--- src/hdl/udpp_pkg.sv ---
// Shared types and constants for the UDP/IP frame parser.
package udpp_pkg;

	localparam logic [15:0] ETH_IPV4  = 16'h0800;
	localparam logic [15:0] ETH_IPV6  = 16'h86DD;
	localparam logic [7:0]  PROTO_UDP = 8'h11;
	localparam logic [15:0] FRAG_DF   = 16'h4000;
	localparam logic [3:0]  IP_VER4   = 4'd4;
	localparam logic [3:0]  IP_VER6   = 4'd6;
	localparam logic [3:0]  IHL_MIN   = 4'd5;

	localparam int          HDR_LEN_W = 7;
	localparam logic [HDR_LEN_W-1:0] LEN_SAT      = 7'd127;
	localparam logic [HDR_LEN_W-1:0] LEN_ETH      = 7'd14;
	localparam logic [HDR_LEN_W-1:0] LEN_V4_FRAG  = 7'd22;
	localparam logic [HDR_LEN_W-1:0] LEN_V4_PROTO = 7'd24;
	localparam logic [HDR_LEN_W-1:0] LEN_V6_VER   = 7'd15;
	localparam logic [HDR_LEN_W-1:0] LEN_V6_UDP   = 7'd62;
	localparam logic [HDR_LEN_W-1:0] V6_UDP_START = 7'd54;
	localparam logic [HDR_LEN_W-1:0] V6_ADDR_START = 7'd22;
	localparam logic [HDR_LEN_W-1:0] UDP_HDR_LEN  = 7'd8;

	localparam int QDEPTH = 2;

	typedef enum logic [2:0] {
		ST_OK        = 3'd0,
		ST_BAD_VER   = 3'd1,
		ST_NOT_UDP   = 3'd2,
		ST_BAD_ETYPE = 3'd3,
		ST_TRUNC     = 3'd4
	} status_t;

	typedef struct packed {
		logic [HDR_LEN_W-1:0] len;
		logic [15:0]          ether_type;
		logic [47:0]          dst_mac;
		logic [47:0]          src_mac;
		logic [7:0]           vihl;
		logic [23:0]          frag_proto;
		logic [3:0][63:0]     addr;
		logic [47:0]          udp;
	} frame_rec_t;

	typedef struct packed {
		logic full;
		logic empty;
	} q_stat_t;

	function automatic logic [HDR_LEN_W-1:0] v4_udp_start(input logic [3:0] ihl);
		v4_udp_start = LEN_ETH + {1'b0, ihl, 2'b00};
	endfunction

endpackage

--- src/hdl/udpp_front.sv ---
// Front end: accepts frame bytes, tracks offset, captures header fields.
module udpp_front import udpp_pkg::*; #(
	parameter int MAX_FRAME_BYTES = 2048
) (
	input  logic       clk,
	input  logic       arst_n,
	input  logic       frame_valid,
	output logic       frame_stall,
	input  logic [7:0] frame_byte,
	input  logic       last,
	input  q_stat_t    q_stat,
	output logic       push,
	output frame_rec_t rec
);

	localparam int CW = $clog2(MAX_FRAME_BYTES + 1);

	logic [CW-1:0]        cnt_q, cnt_nxt;
	logic [15:0]          et_q, et_d;
	logic [47:0]          dmac_q, dmac_d, smac_q, smac_d;
	logic [7:0]           vihl_q, vihl_d;
	logic [23:0]          fp_q, fp_d;
	logic [3:0][63:0]     addr_q, addr_d;
	logic [47:0]          udp_q, udp_d;
	logic                 accept, cap_en, hdr;
	logic [HDR_LEN_W-1:0] pos, u, a_off;

	assign frame_stall = q_stat.full;
	assign accept      = frame_valid && !frame_stall;
	assign cap_en      = accept && (cnt_q < CW'(MAX_FRAME_BYTES));
	assign hdr         = ((cnt_q >> HDR_LEN_W) == '0);
	assign pos         = cnt_q[HDR_LEN_W-1:0];
	assign u           = v4_udp_start(vihl_q[3:0]);
	assign a_off       = pos - V6_ADDR_START;
	assign cnt_nxt     = cap_en ? cnt_q + CW'(1) : cnt_q;

	always_comb begin
		et_d   = et_q;
		dmac_d = dmac_q;
		smac_d = smac_q;
		vihl_d = vihl_q;
		fp_d   = fp_q;
		addr_d = addr_q;
		udp_d  = udp_q;
		if (cap_en && hdr) begin
			if (pos < 7'd6) begin
				dmac_d = {dmac_q[39:0], frame_byte};
			end else if (pos < 7'd12) begin
				smac_d = {smac_q[39:0], frame_byte};
			end else if (pos < LEN_ETH) begin
				et_d = {et_q[7:0], frame_byte};
			end else begin
				if (pos == LEN_ETH)
					vihl_d = frame_byte;
				if (et_q == ETH_IPV4) begin
					if (pos == 7'd20 || pos == 7'd21 || pos == 7'd23)
						fp_d = {fp_q[15:0], frame_byte};
					if (pos >= 7'd26 && pos < 7'd30)
						addr_d[1] = {addr_q[1][55:0], frame_byte};
					if (pos >= 7'd30 && pos < 7'd34)
						addr_d[3] = {addr_q[3][55:0], frame_byte};
					if (vihl_q[3:0] >= IHL_MIN && pos >= u && pos < u + 7'd6)
						udp_d = {udp_q[39:0], frame_byte};
				end else if (et_q == ETH_IPV6) begin
					if (pos >= V6_ADDR_START && pos < V6_UDP_START) begin
						for (int i = 0; i < 4; i++) begin
							if (a_off[4:3] == 2'(i))
								addr_d[i] = {addr_q[i][55:0], frame_byte};
						end
					end
					if (pos >= V6_UDP_START && pos < V6_UDP_START + 7'd6)
						udp_d = {udp_q[39:0], frame_byte};
				end
			end
		end
	end

	assign push            = accept && last;
	assign rec.len         = ((cnt_nxt >> HDR_LEN_W) != '0) ? LEN_SAT
	                                                      : cnt_nxt[HDR_LEN_W-1:0];
	assign rec.ether_type  = et_d;
	assign rec.dst_mac     = dmac_d;
	assign rec.src_mac     = smac_d;
	assign rec.vihl        = vihl_d;
	assign rec.frag_proto  = fp_d;
	assign rec.addr        = addr_d;
	assign rec.udp         = udp_d;

	always_ff @(posedge clk or negedge arst_n) begin
		if (!arst_n) begin
			cnt_q  <= '0;
			et_q   <= '0;
			dmac_q <= '0;
			smac_q <= '0;
			vihl_q <= '0;
			fp_q   <= '0;
			addr_q <= '0;
			udp_q  <= '0;
		end else if (push) begin
			cnt_q  <= '0;
			et_q   <= '0;
			dmac_q <= '0;
			smac_q <= '0;
			vihl_q <= '0;
			fp_q   <= '0;
			addr_q <= '0;
			udp_q  <= '0;
		end else if (cap_en) begin
			cnt_q  <= cnt_nxt;
			et_q   <= et_d;
			dmac_q <= dmac_d;
			smac_q <= smac_d;
			vihl_q <= vihl_d;
			fp_q   <= fp_d;
			addr_q <= addr_d;
			udp_q  <= udp_d;
		end
	end

endmodule

--- src/hdl/udpp_queue.sv ---
// Two-entry queue of captured frame records between front and back.
module udpp_queue import udpp_pkg::*; (
	input  logic       clk,
	input  logic       arst_n,
	input  logic       push,
	input  frame_rec_t wr_rec,
	input  logic       pop,
	output frame_rec_t rd_rec,
	output q_stat_t    q_stat
);

	localparam int PW = $clog2(QDEPTH);
	localparam int NW = $clog2(QDEPTH + 1);

	frame_rec_t    ent_q [QDEPTH];
	logic [PW-1:0] wptr_q, rptr_q;
	logic [NW-1:0] cnt_q;

	assign q_stat.full  = (cnt_q == NW'(QDEPTH));
	assign q_stat.empty = (cnt_q == '0);
	assign rd_rec       = ent_q[rptr_q];

	always_ff @(posedge clk) begin
		if (push)
			ent_q[wptr_q] <= wr_rec;
	end

	always_ff @(posedge clk or negedge arst_n) begin
		if (!arst_n) begin
			wptr_q <= '0;
			rptr_q <= '0;
			cnt_q  <= '0;
		end else begin
			if (push)
				wptr_q <= (wptr_q == PW'(QDEPTH - 1)) ? '0 : wptr_q + PW'(1);
			if (pop)
				rptr_q <= (rptr_q == PW'(QDEPTH - 1)) ? '0 : rptr_q + PW'(1);
			case ({push, pop})
				2'b10:   cnt_q <= cnt_q + NW'(1);
				2'b01:   cnt_q <= cnt_q - NW'(1);
				default: cnt_q <= cnt_q;
			endcase
		end
	end

endmodule

--- src/hdl/udpp_back.sv ---
// Back end: judges a frame record and holds the result in an output register.
module udpp_back import udpp_pkg::*; (
	input  logic        clk,
	input  logic        arst_n,
	input  frame_rec_t  rec,
	input  q_stat_t     q_stat,
	output logic        pop,
	output logic        result_valid,
	input  logic        result_stall,
	output logic [2:0]  status,
	output logic        is_ipv6,
	output logic [47:0] src_mac,
	output logic [47:0] dst_mac,
	output logic [63:0] src_addr_hi,
	output logic [63:0] src_addr_lo,
	output logic [63:0] dst_addr_hi,
	output logic [63:0] dst_addr_lo,
	output logic [15:0] src_port,
	output logic [15:0] dst_port,
	output logic [10:0] payload_offset,
	output logic [15:0] udp_data_len
);

	status_t              st;
	logic [3:0]           ver, ihl;
	logic [15:0]          frag, ulen;
	logic [HDR_LEN_W-1:0] u, poff;
	logic                 ok, v6;

	assign ver  = rec.vihl[7:4];
	assign ihl  = rec.vihl[3:0];
	assign frag = rec.frag_proto[23:8];
	assign u    = v4_udp_start(ihl);
	assign v6   = (rec.ether_type == ETH_IPV6);
	assign ulen = rec.udp[15:0];
	assign poff = v6 ? LEN_V6_UDP : u + UDP_HDR_LEN;

	always_comb begin
		if (rec.len < LEN_ETH)
			st = ST_TRUNC;
		else if (rec.ether_type == ETH_IPV4) begin
			if (rec.len < LEN_V4_FRAG)
				st = ST_TRUNC;
			else if (ver != IP_VER4 || ihl < IHL_MIN || (frag & ~FRAG_DF) != '0)
				st = ST_BAD_VER;
			else if (rec.len < LEN_V4_PROTO)
				st = ST_TRUNC;
			else if (rec.frag_proto[7:0] != PROTO_UDP)
				st = ST_NOT_UDP;
			else if (rec.len < u + UDP_HDR_LEN)
				st = ST_TRUNC;
			else
				st = ST_OK;
		end else if (v6) begin
			if (rec.len < LEN_V6_VER)
				st = ST_TRUNC;
			else if (ver != IP_VER6)
				st = ST_BAD_VER;
			else if (rec.len < LEN_V6_UDP)
				st = ST_TRUNC;
			else
				st = ST_OK;
		end else
			st = ST_BAD_ETYPE;
	end

	assign ok  = (st == ST_OK);
	assign pop = !q_stat.empty && (!result_valid || !result_stall);

	always_ff @(posedge clk or negedge arst_n) begin
		if (!arst_n)
			result_valid <= 1'b0;
		else if (pop)
			result_valid <= 1'b1;
		else if (!result_stall)
			result_valid <= 1'b0;
	end

	always_ff @(posedge clk) begin
		if (pop) begin
			status         <= st;
			is_ipv6        <= ok && v6;
			src_mac        <= ok ? rec.src_mac : '0;
			dst_mac        <= ok ? rec.dst_mac : '0;
			src_addr_hi    <= ok ? rec.addr[0] : '0;
			src_addr_lo    <= ok ? rec.addr[1] : '0;
			dst_addr_hi    <= ok ? rec.addr[2] : '0;
			dst_addr_lo    <= ok ? rec.addr[3] : '0;
			src_port       <= ok ? rec.udp[47:32] : '0;
			dst_port       <= ok ? rec.udp[31:16] : '0;
			payload_offset <= ok ? 11'(poff) : '0;
			udp_data_len   <= (ok && ulen >= 16'd8) ? ulen - 16'd8 : '0;
		end
	end

endmodule

--- src/hdl/udp_ip_frame_parser_top.sv ---
// Top level of the Ethernet/IPv4/IPv6/UDP header parser.
//
// Input channel: frame_valid/frame_stall carry one frame byte per item, with
// last marking the final byte. Output channel: result_valid/result_stall carry
// one header result per frame, issued for the item that has last set.
// Bytes are taken at one per cycle while frame_stall is low; the front end
// captures header fields as they pass and hands a frame record into a
// two-entry queue on the last byte. The back end takes records from the queue,
// checks each one and loads the output register, which raises result_valid;
// back-to-back results leave at one per cycle while result_stall is low.
// frame_stall rises only when the queue is full, which happens when the
// receiver holds result_stall across several frame ends; the captured result
// stays unchanged while stalled.
// Bytes past MAX_FRAME_BYTES are neither counted nor captured.
// Reset clears the byte counter, all capture registers, the queue and
// result_valid; the first accepted byte after reset starts a new frame.
module udp_ip_frame_parser_top import udpp_pkg::*; #(
	parameter int MAX_FRAME_BYTES = 2048
) (
	input  logic        clk,
	input  logic        arst_n,
	input  logic        frame_valid,
	output logic        frame_stall,
	input  logic [7:0]  frame_byte,
	input  logic        last,
	output logic        result_valid,
	input  logic        result_stall,
	output logic [2:0]  status,
	output logic        is_ipv6,
	output logic [47:0] src_mac,
	output logic [47:0] dst_mac,
	output logic [63:0] src_addr_hi,
	output logic [63:0] src_addr_lo,
	output logic [63:0] dst_addr_hi,
	output logic [63:0] dst_addr_lo,
	output logic [15:0] src_port,
	output logic [15:0] dst_port,
	output logic [10:0] payload_offset,
	output logic [15:0] udp_data_len
);

	frame_rec_t wr_rec, rd_rec;
	q_stat_t    q_stat;
	logic       push, pop;

	udpp_front #(.MAX_FRAME_BYTES(MAX_FRAME_BYTES)) u_front (
		.clk         (clk),
		.arst_n      (arst_n),
		.frame_valid (frame_valid),
		.frame_stall (frame_stall),
		.frame_byte  (frame_byte),
		.last        (last),
		.q_stat      (q_stat),
		.push        (push),
		.rec         (wr_rec)
	);

	udpp_queue u_queue (
		.clk    (clk),
		.arst_n (arst_n),
		.push   (push),
		.wr_rec (wr_rec),
		.pop    (pop),
		.rd_rec (rd_rec),
		.q_stat (q_stat)
	);

	udpp_back u_back (
		.clk            (clk),
		.arst_n         (arst_n),
		.rec            (rd_rec),
		.q_stat         (q_stat),
		.pop            (pop),
		.result_valid   (result_valid),
		.result_stall   (result_stall),
		.status         (status),
		.is_ipv6        (is_ipv6),
		.src_mac        (src_mac),
		.dst_mac        (dst_mac),
		.src_addr_hi    (src_addr_hi),
		.src_addr_lo    (src_addr_lo),
		.dst_addr_hi    (dst_addr_hi),
		.dst_addr_lo    (dst_addr_lo),
		.src_port       (src_port),
		.dst_port       (dst_port),
		.payload_offset (payload_offset),
		.udp_data_len   (udp_data_len)
	);

	a_no_push_full: assert property (@(posedge clk) disable iff (!arst_n)
		q_stat.full |-> !push)
		else $error("frame record pushed into full queue");

	a_no_pop_empty: assert property (@(posedge clk) disable iff (!arst_n)
		q_stat.empty |-> !pop)
		else $error("frame record popped from empty queue");

	a_fail_zero: assert property (@(posedge clk) disable iff (!arst_n)
		result_valid && status != ST_OK |->
			!is_ipv6 && src_mac == '0 && dst_port == '0 && udp_data_len == '0
			&& payload_offset == '0)
		else $error("failed result carries nonzero fields");

	a_ok_offset: assert property (@(posedge clk) disable iff (!arst_n)
		result_valid && status == ST_OK |->
			(is_ipv6 && payload_offset == 11'd62)
			|| (!is_ipv6 && payload_offset >= 11'd42 && payload_offset <= 11'd82))
		else $error("payload offset out of range for good frame");

endmodule

--- config.mk ---
export PLATFORM = sky130hd
export DESIGN_NAME = udp_ip_frame_parser_top
export DESIGN_NICKNAME = d
export VERILOG_FILES = /design/src/hdl/udpp_pkg.sv /design/src/hdl/udpp_front.sv /design/src/hdl/udpp_queue.sv /design/src/hdl/udpp_back.sv /design/src/hdl/udp_ip_frame_parser_top.sv
export SDC_FILE = /design/constraint.sdc
export NUM_CORES = 2
export LEC_CHECK = 0
export ABC_AREA = 1
export CORE_MARGIN = 1
export CORE_UTILIZATION = 49
export DETAILED_ROUTE_END_ITERATION = 16
export DONT_BUFFER_PORTS = 1
export PLACE_DENSITY = 0.71
export SYNTH_ARGS = -nofsm -noshare
export SYNTH_HDL_FRONTEND = slang
export SYNTH_SLANG_ARGS = --single-unit
--- constraint.sdc ---
create_clock -name clk -period 27.9 [get_ports clk]
set_input_delay 5.58 -clock clk [delete_from_list [all_inputs] [get_ports clk]]
set_output_delay 5.58 -clock clk [all_outputs]
set_load 0.02 [all_outputs]
======== After elaboration in Yosys (flattened, before gate mapping) ========
Memories as Yosys holds them, arrays and structs flattened.
Cells that the tools add are included.
W data, S select, Z words.
word-level totals
  register bits after elaboration ......... 880
  RAM bits ................................ 910
  input port bits ......................... 13
  output and inout bits ................... 417
  logic and storage cells ................. 195
  memories kept ........................... 1
cells by class
  add/sub/neg operators ................... 11
  magnitude comparators ................... 23
  eq/ne operators ......................... 18
  multiplexer cells ....................... 81
  bitwise gates (word level) .............. 1
  reduce and logical (&&, ||, !) cells .... 31
memory list
  name           words  width  read ports  clocked after memory_dff  write ports  RTL line          RTL
  u_queue.ent_q  2      455    1           0                         1            udpp_queue.sv:15  frame_rec_t ent_q [QDEPTH];
operators by type and width
  operator                 count
  $mux W256                8
  $mux W48                 19
  $mux W64                 10
  $mux W24                 8
  $mux W16                 6
  $mux W8                  7
  $mux W12                 3
  $mux W3                  11
  $eq A16 B12 Y1 const B   2
  $eq A16 B16 Y1 const B   2
  $lt A7 B4 Y1 const B     4
  $lt A7 B6 Y1 const B     4
  $eq A7 B5 Y1 const B     3
  $ge A7 B5 Y1 const B     3
  $lt A7 B5 Y1 const B     3
  $ge A16 B4 Y1 const B    1
  $reduce_bool A16 Y1      1
  $sub A16 B4 Y16 const B  1
  $add A4 B6 Y7 const A    2
  $lt A7 B7 Y1             2
  $logic_and A1 B1 Y1      13
  $add A12 B1 Y12 const B  1
  $logic_not A12 Y1        1
  $lt A12 B12 Y1 const B   1
  other kinds (29)         49

======== Logic depth before layout (Yosys ltp) ========
An unclocked memory read counts as a cell.
  word-level depth ........................ 14
  depth in mapped cells ................... 23
  depth with buffers taken out ............ 19

======== Modules after synthesis ========
From an unflattened synthesis, not the netlist that was laid out.
second synthesis, totals
  cells, all modules ...................... 7,231
  area, all modules ....................... 77,413.0 um^2
by module, submodules not included
  module      instances  cells each  area an instance (um^2)  sequential area each (um^2)
  udpp_queue  1          2,400       33,808.7                 27,426.3
  udpp_front  1          3,393       24,148.2                 11,511.0
  udpp_back   1          1,438       19,456.2                 12,336.8

======== Worst setup path after synthesis ========
Ideal clock, no wire load.
  path type ............................... input -> register
  from .................................... input frame_valid
  to ...................................... memory u_queue.ent_q[0][0] in the netlist's numbering, enable pin
  setup time .............................. 1.284 ns
  arrival time ............................ 24.727 ns
  required time ........................... 26.616 ns
  setup slack ............................. 1.889 ns
  stages on the path ...................... 4
  path buffers ............................ 0
  path through ............................ inv_1 nor2_2 nand2_1 nor2_1
on the way
  longest elaborated chain between the ends .. 4
ends and longest elaborated chain
  item                           RTL line                       RTL
  from (decl)                    udp_ip_frame_parser_top.sv:22  input logic frame_valid,
  $logic_and A1 B1 Y1            udpp_front.sv:29               assign accept = frame_valid && !frame_stall;
  $logic_and A1 B1 Y1            udpp_front.sv:78               assign push = accept && last;
  $mux W1                        udpp_queue.sv:24               if (push)
  $mux W1 (implied by the code)  udpp_queue.sv:25               ent_q[wptr_q] <= wr_rec;
  to (decl)                      udpp_queue.sv:15
Every way passes these cells.

======== Final worst setup path ========
  from .................................... input frame_valid
  to ...................................... memory u_queue.ent_q[1][106] in the netlist's numbering, enable pin
The elaborated chain is that of the path after synthesis.

==> metrics.csv <==
metric;value;unit
main combinational cell family by area after synthesis;simple AND/OR/NAND/NOR gates;
vias in the first global route;39200;
grt total ovfl;0;
Post-Place Cells;7498;
Setup WS post-layout;18.55;ns
mean post-synth cell area;12.6;µm²
Setup CP Type;in -> reg;
hold_buf cts;0;
antenna violations before repair;8;
I/O pins;430;
Worst path max stage delay;0.87;ns
die area;151000;µm²
chip width;388;µm
mean routed wirelength per cell;18.6;µm
clock skew;0.0426;ns
Most used DFF post-synth;edfxtp_1;
WP data required;28.33;ns
via count;39200;
Yosys reg bits;1782;
largest cells by area after synthesis;edfxtp_1 (54%), dfrtp_1 (16%), mux2i_1 (5.4%);
TritonCTS clock tree;done;
Slew HR;-124;%
post-synthesis mux area share;5.37;%
combinational share of power;18.1;%
# H-tree levels;4;
WL met3;8120;µm
highest metal used;met4;
asr flop ratio synth;26.0;%
port bufs;0;
most frequent cells in the layout;edfxtp_1 (1,318), inv_1 (958), nand2_1 (803), nor2_1 (590), dfrtp_1 (463);
WL met1;62300;µm
cell taking the most area after synthesis;edfxtp_1;
Tightest Pin Transition;3.37;ns
fmax;107;MHz
Final Hold Viols;0;
NetSw;2.55;mW
share of the synthesized area in the top cell type;54.1;%
post-route ant nets;0;
die height;388;µm
Skew-Pair Late Insertion Delay;0.83;ns
post-DR vias/cell;4.99;
commonest non-fill, non-tap cell in the layout;edfxtp_1;
Synthesis Warnings;0;
TNS Setup;0;ns
PD cells;97.1;nW/µm²
P_int;5.25;mW
Sink Count;1782;
Startpoint Class;primary input;
violated checks;max-slew violations;
DP HPWL;87000;µm
most used cell, CP;buf_4;
simple-gate portion of the synthesized area;14.2;%
CTS Buffer Depth;3;
Final GP Congestion;0.821;
share of layout cells above drive strength 1;11.9;%
Root Buffer;clkbuf_16;
Slew Limit Fails;321;
DRT iter0 DRCs;3042;
CP max stage cell;buf_4;
Worst Hold Class;reg -> reg;
Max Cap Viol;0;
Residual DRC;0;
largest net degree at the start of global routing;465;
WL met2;72300;µm
Initial Util;49.4;%
Seq pwr share;51.8;%
Clock Pin Slew Worst Setup and Hold Paths;0.06;ns
adder-cell share of the synthesized area;0.428;%
crit path max fanout;67;
EDFF count, synth;1318;
DP Worst Slack;17.73;ns
Cell Rows;141;
Syn-to-layout area delta;9.87;%
status;finished, violations left;
CP Cell Sequence;inv_1, nor2_2, nand2_1, nor2_4, buf_4, buf_4, buf_4, buf_4;
Synth Area in Compound Gates;2.36;%
total power;7.80;mW
CP endpoint kind;register;
Crit path max-delay family;buffers and inverters;
Synth cell types;44;
1st-pass router iterations;6;
switch share;32.7;%
Final setup viols;0;
final worst-path cycle share;33.5;%
register area share after synthesis;70.0;%
Arr. time, crit path;9.78;ns
mapped cell area;73100;µm²
core area;148000;µm²
RSZ-0062 raised after global routing;no;
Num CTS Buffers;179;
clock network fraction of total power;30.1;%
post-layout minimum cycle time;9.35;ns
maximum VDD drop;0.108;mV
first-pass GRT wire length;226000;µm
postcts setup bufs;0;
nets;5787;
static leakage;36.5;nW
post-CTS sizing;0;
Mapped Cells;5783;
WP buf/inv;5;
XOR/XNOR Fraction of Synth Area;0.288;%
wirelength, routed;146000;µm
Cell Count, Final, Fillers Out;7844;
GRT Resource Usage Total;19.4;%
[through the flow]
step	area [µm²]	util [%]	hold slack [ns]
2_1_floorplan	73100	-	0.474
3_3_place_gp	74400	50.3	0.496
3_5_place_dp	74400	50.3	0.512
4_1_cts	80300	54.3	0.528
5_1_grt	80300	54.3	0.549
6_report	80300	54.3	0.528
[power by group through the flow]
stage	sequential (mW)	combinational (mW)	clock [mW]
global route	4.09	1.54	2.49
detailed placement	4.09	1.42	0
finish	4.04	1.41	2.35
global placement	4.09	1.40	0
CTS	4.05	1.43	2.40
floorplan	4.24	1.06	0
[worst register-to-register path, stage by stage (launching register included)]
cell,delay [ns]
dfrtp_4,0.81
inv_4,0.38
or2_2,0.40
o21ai_0,0.20
inv_1,0.15
ha_1,0.25
or2_2,0.32
nand2_1,0.10
inv_1,0.05
ha_1,0.28
a21oi_1,0.14
o21a_1,0.12
nand2_1,0.06
o21bai_1,0.13
nand3_1,0.10
nand2_2,0.15
nor2_8,0.10
inv_16,0.39
buf_4,0.80
buf_4,0.82
buf_4,0.92
buf_4,0.80
buf_4,0.89
nor2_4,0.15
[Yosys cell counts, types with 4 or more instances]
| master | number |
|---|---|
| inv_1 | 959 |
| nand3_1 | 159 |
| buf_4 | 9 |
| xnor2_1 | 4 |
| a21oi_1 | 11 |
| edfxtp_1 | 1318 |
| xor2_1 | 20 |
| nor2_2 | 51 |
| nand3b_1 | 4 |
| buf_12 | 33 |
| clkbuf_1 | 162 |
| o21a_1 | 41 |
| o21ai_0 | 254 |
| dfrtp_1 | 464 |
| or2_2 | 9 |
| nor3_1 | 10 |
| nand2_1 | 805 |
| buf_2 | 48 |
| buf_6 | 10 |
| ha_1 | 25 |
| nand4_1 | 62 |
| nor2_1 | 593 |
| o21ai_1 | 7 |
| buf_1 | 5 |
| mux2i_1 | 392 |
| nor2_4 | 301 |
[routing by layer]
metal | up-vias | GRT usage [%]
met4 | 0 | 6.06
li1 | 18800 | -
met5 | - | 0
met2 | 1024 | 32.3
met1 | 19200 | 25.6
met3 | 204 | 3.94
[sequential cells by signal, indices dropped and copies added (netlist names), 2 cells and up]
signal	flops
u_front.vihl_q	8
u_queue.cnt_q	2
u_front.dmac_q	48
u_front.cnt_q	12
u_front.fp_q	23
u_queue.ent_q	908
u_back.udp_data_len	16
u_front.addr_q	256
u_front.smac_q	48
u_back.status	3
u_back.dst_mac	48
u_front.et_q	16
u_front.udp_q	48
u_back.dst_port	16
u_back.dst_addr_hi	64
u_back.src_port	16
u_back.dst_addr_lo	64
u_back.src_addr_hi	64
u_back.payload_offset	6
u_back.src_mac	48
u_back.src_addr_lo	64
[area by class of cell]
type,instances,area (µm²)
antenna,7,17.5
clock buffer,264,5100
clock inverter,75,801
fill,12000,67500
inverter,964,3650
multi-input combinational,2774,16700
sequential,1782,51200
tap,1930,2410
timing repair buffer,48,410
[worst paths after layout]
kind                            slack (ns)                     end  cells past startpoint               from
worst max-delay path                 18.55   u_queue.ent_q[1][106]                      8        frame_valid
worst min-delay path                  0.53       u_front.cnt_q[11]                      2  u_front.cnt_q[11]
worst max register to register       19.09  u_back.src_addr_hi[57]                     23     u_queue.rptr_q
worst min register to register        0.53       u_front.cnt_q[11]                      2  u_front.cnt_q[11]
max in group asynchronous            20.78     u_front.addr_q[200]                      0             arst_n
min in group asynchronous             4.48       u_front.udp_q[29]                      0             arst_n
[logic make-up after synthesis]
group | after synthesis
XOR/XNOR | 24
flip-flops | 1782
buffers and inverters | 1231
AND/OR/NAND/NOR | 2007
AO/OA/AOI/OAI | 321
adder cells (fa/ha/maj) | 25
multiplexers | 392
other | 1
No activity file was read; power rests on OpenSTA's default activity.
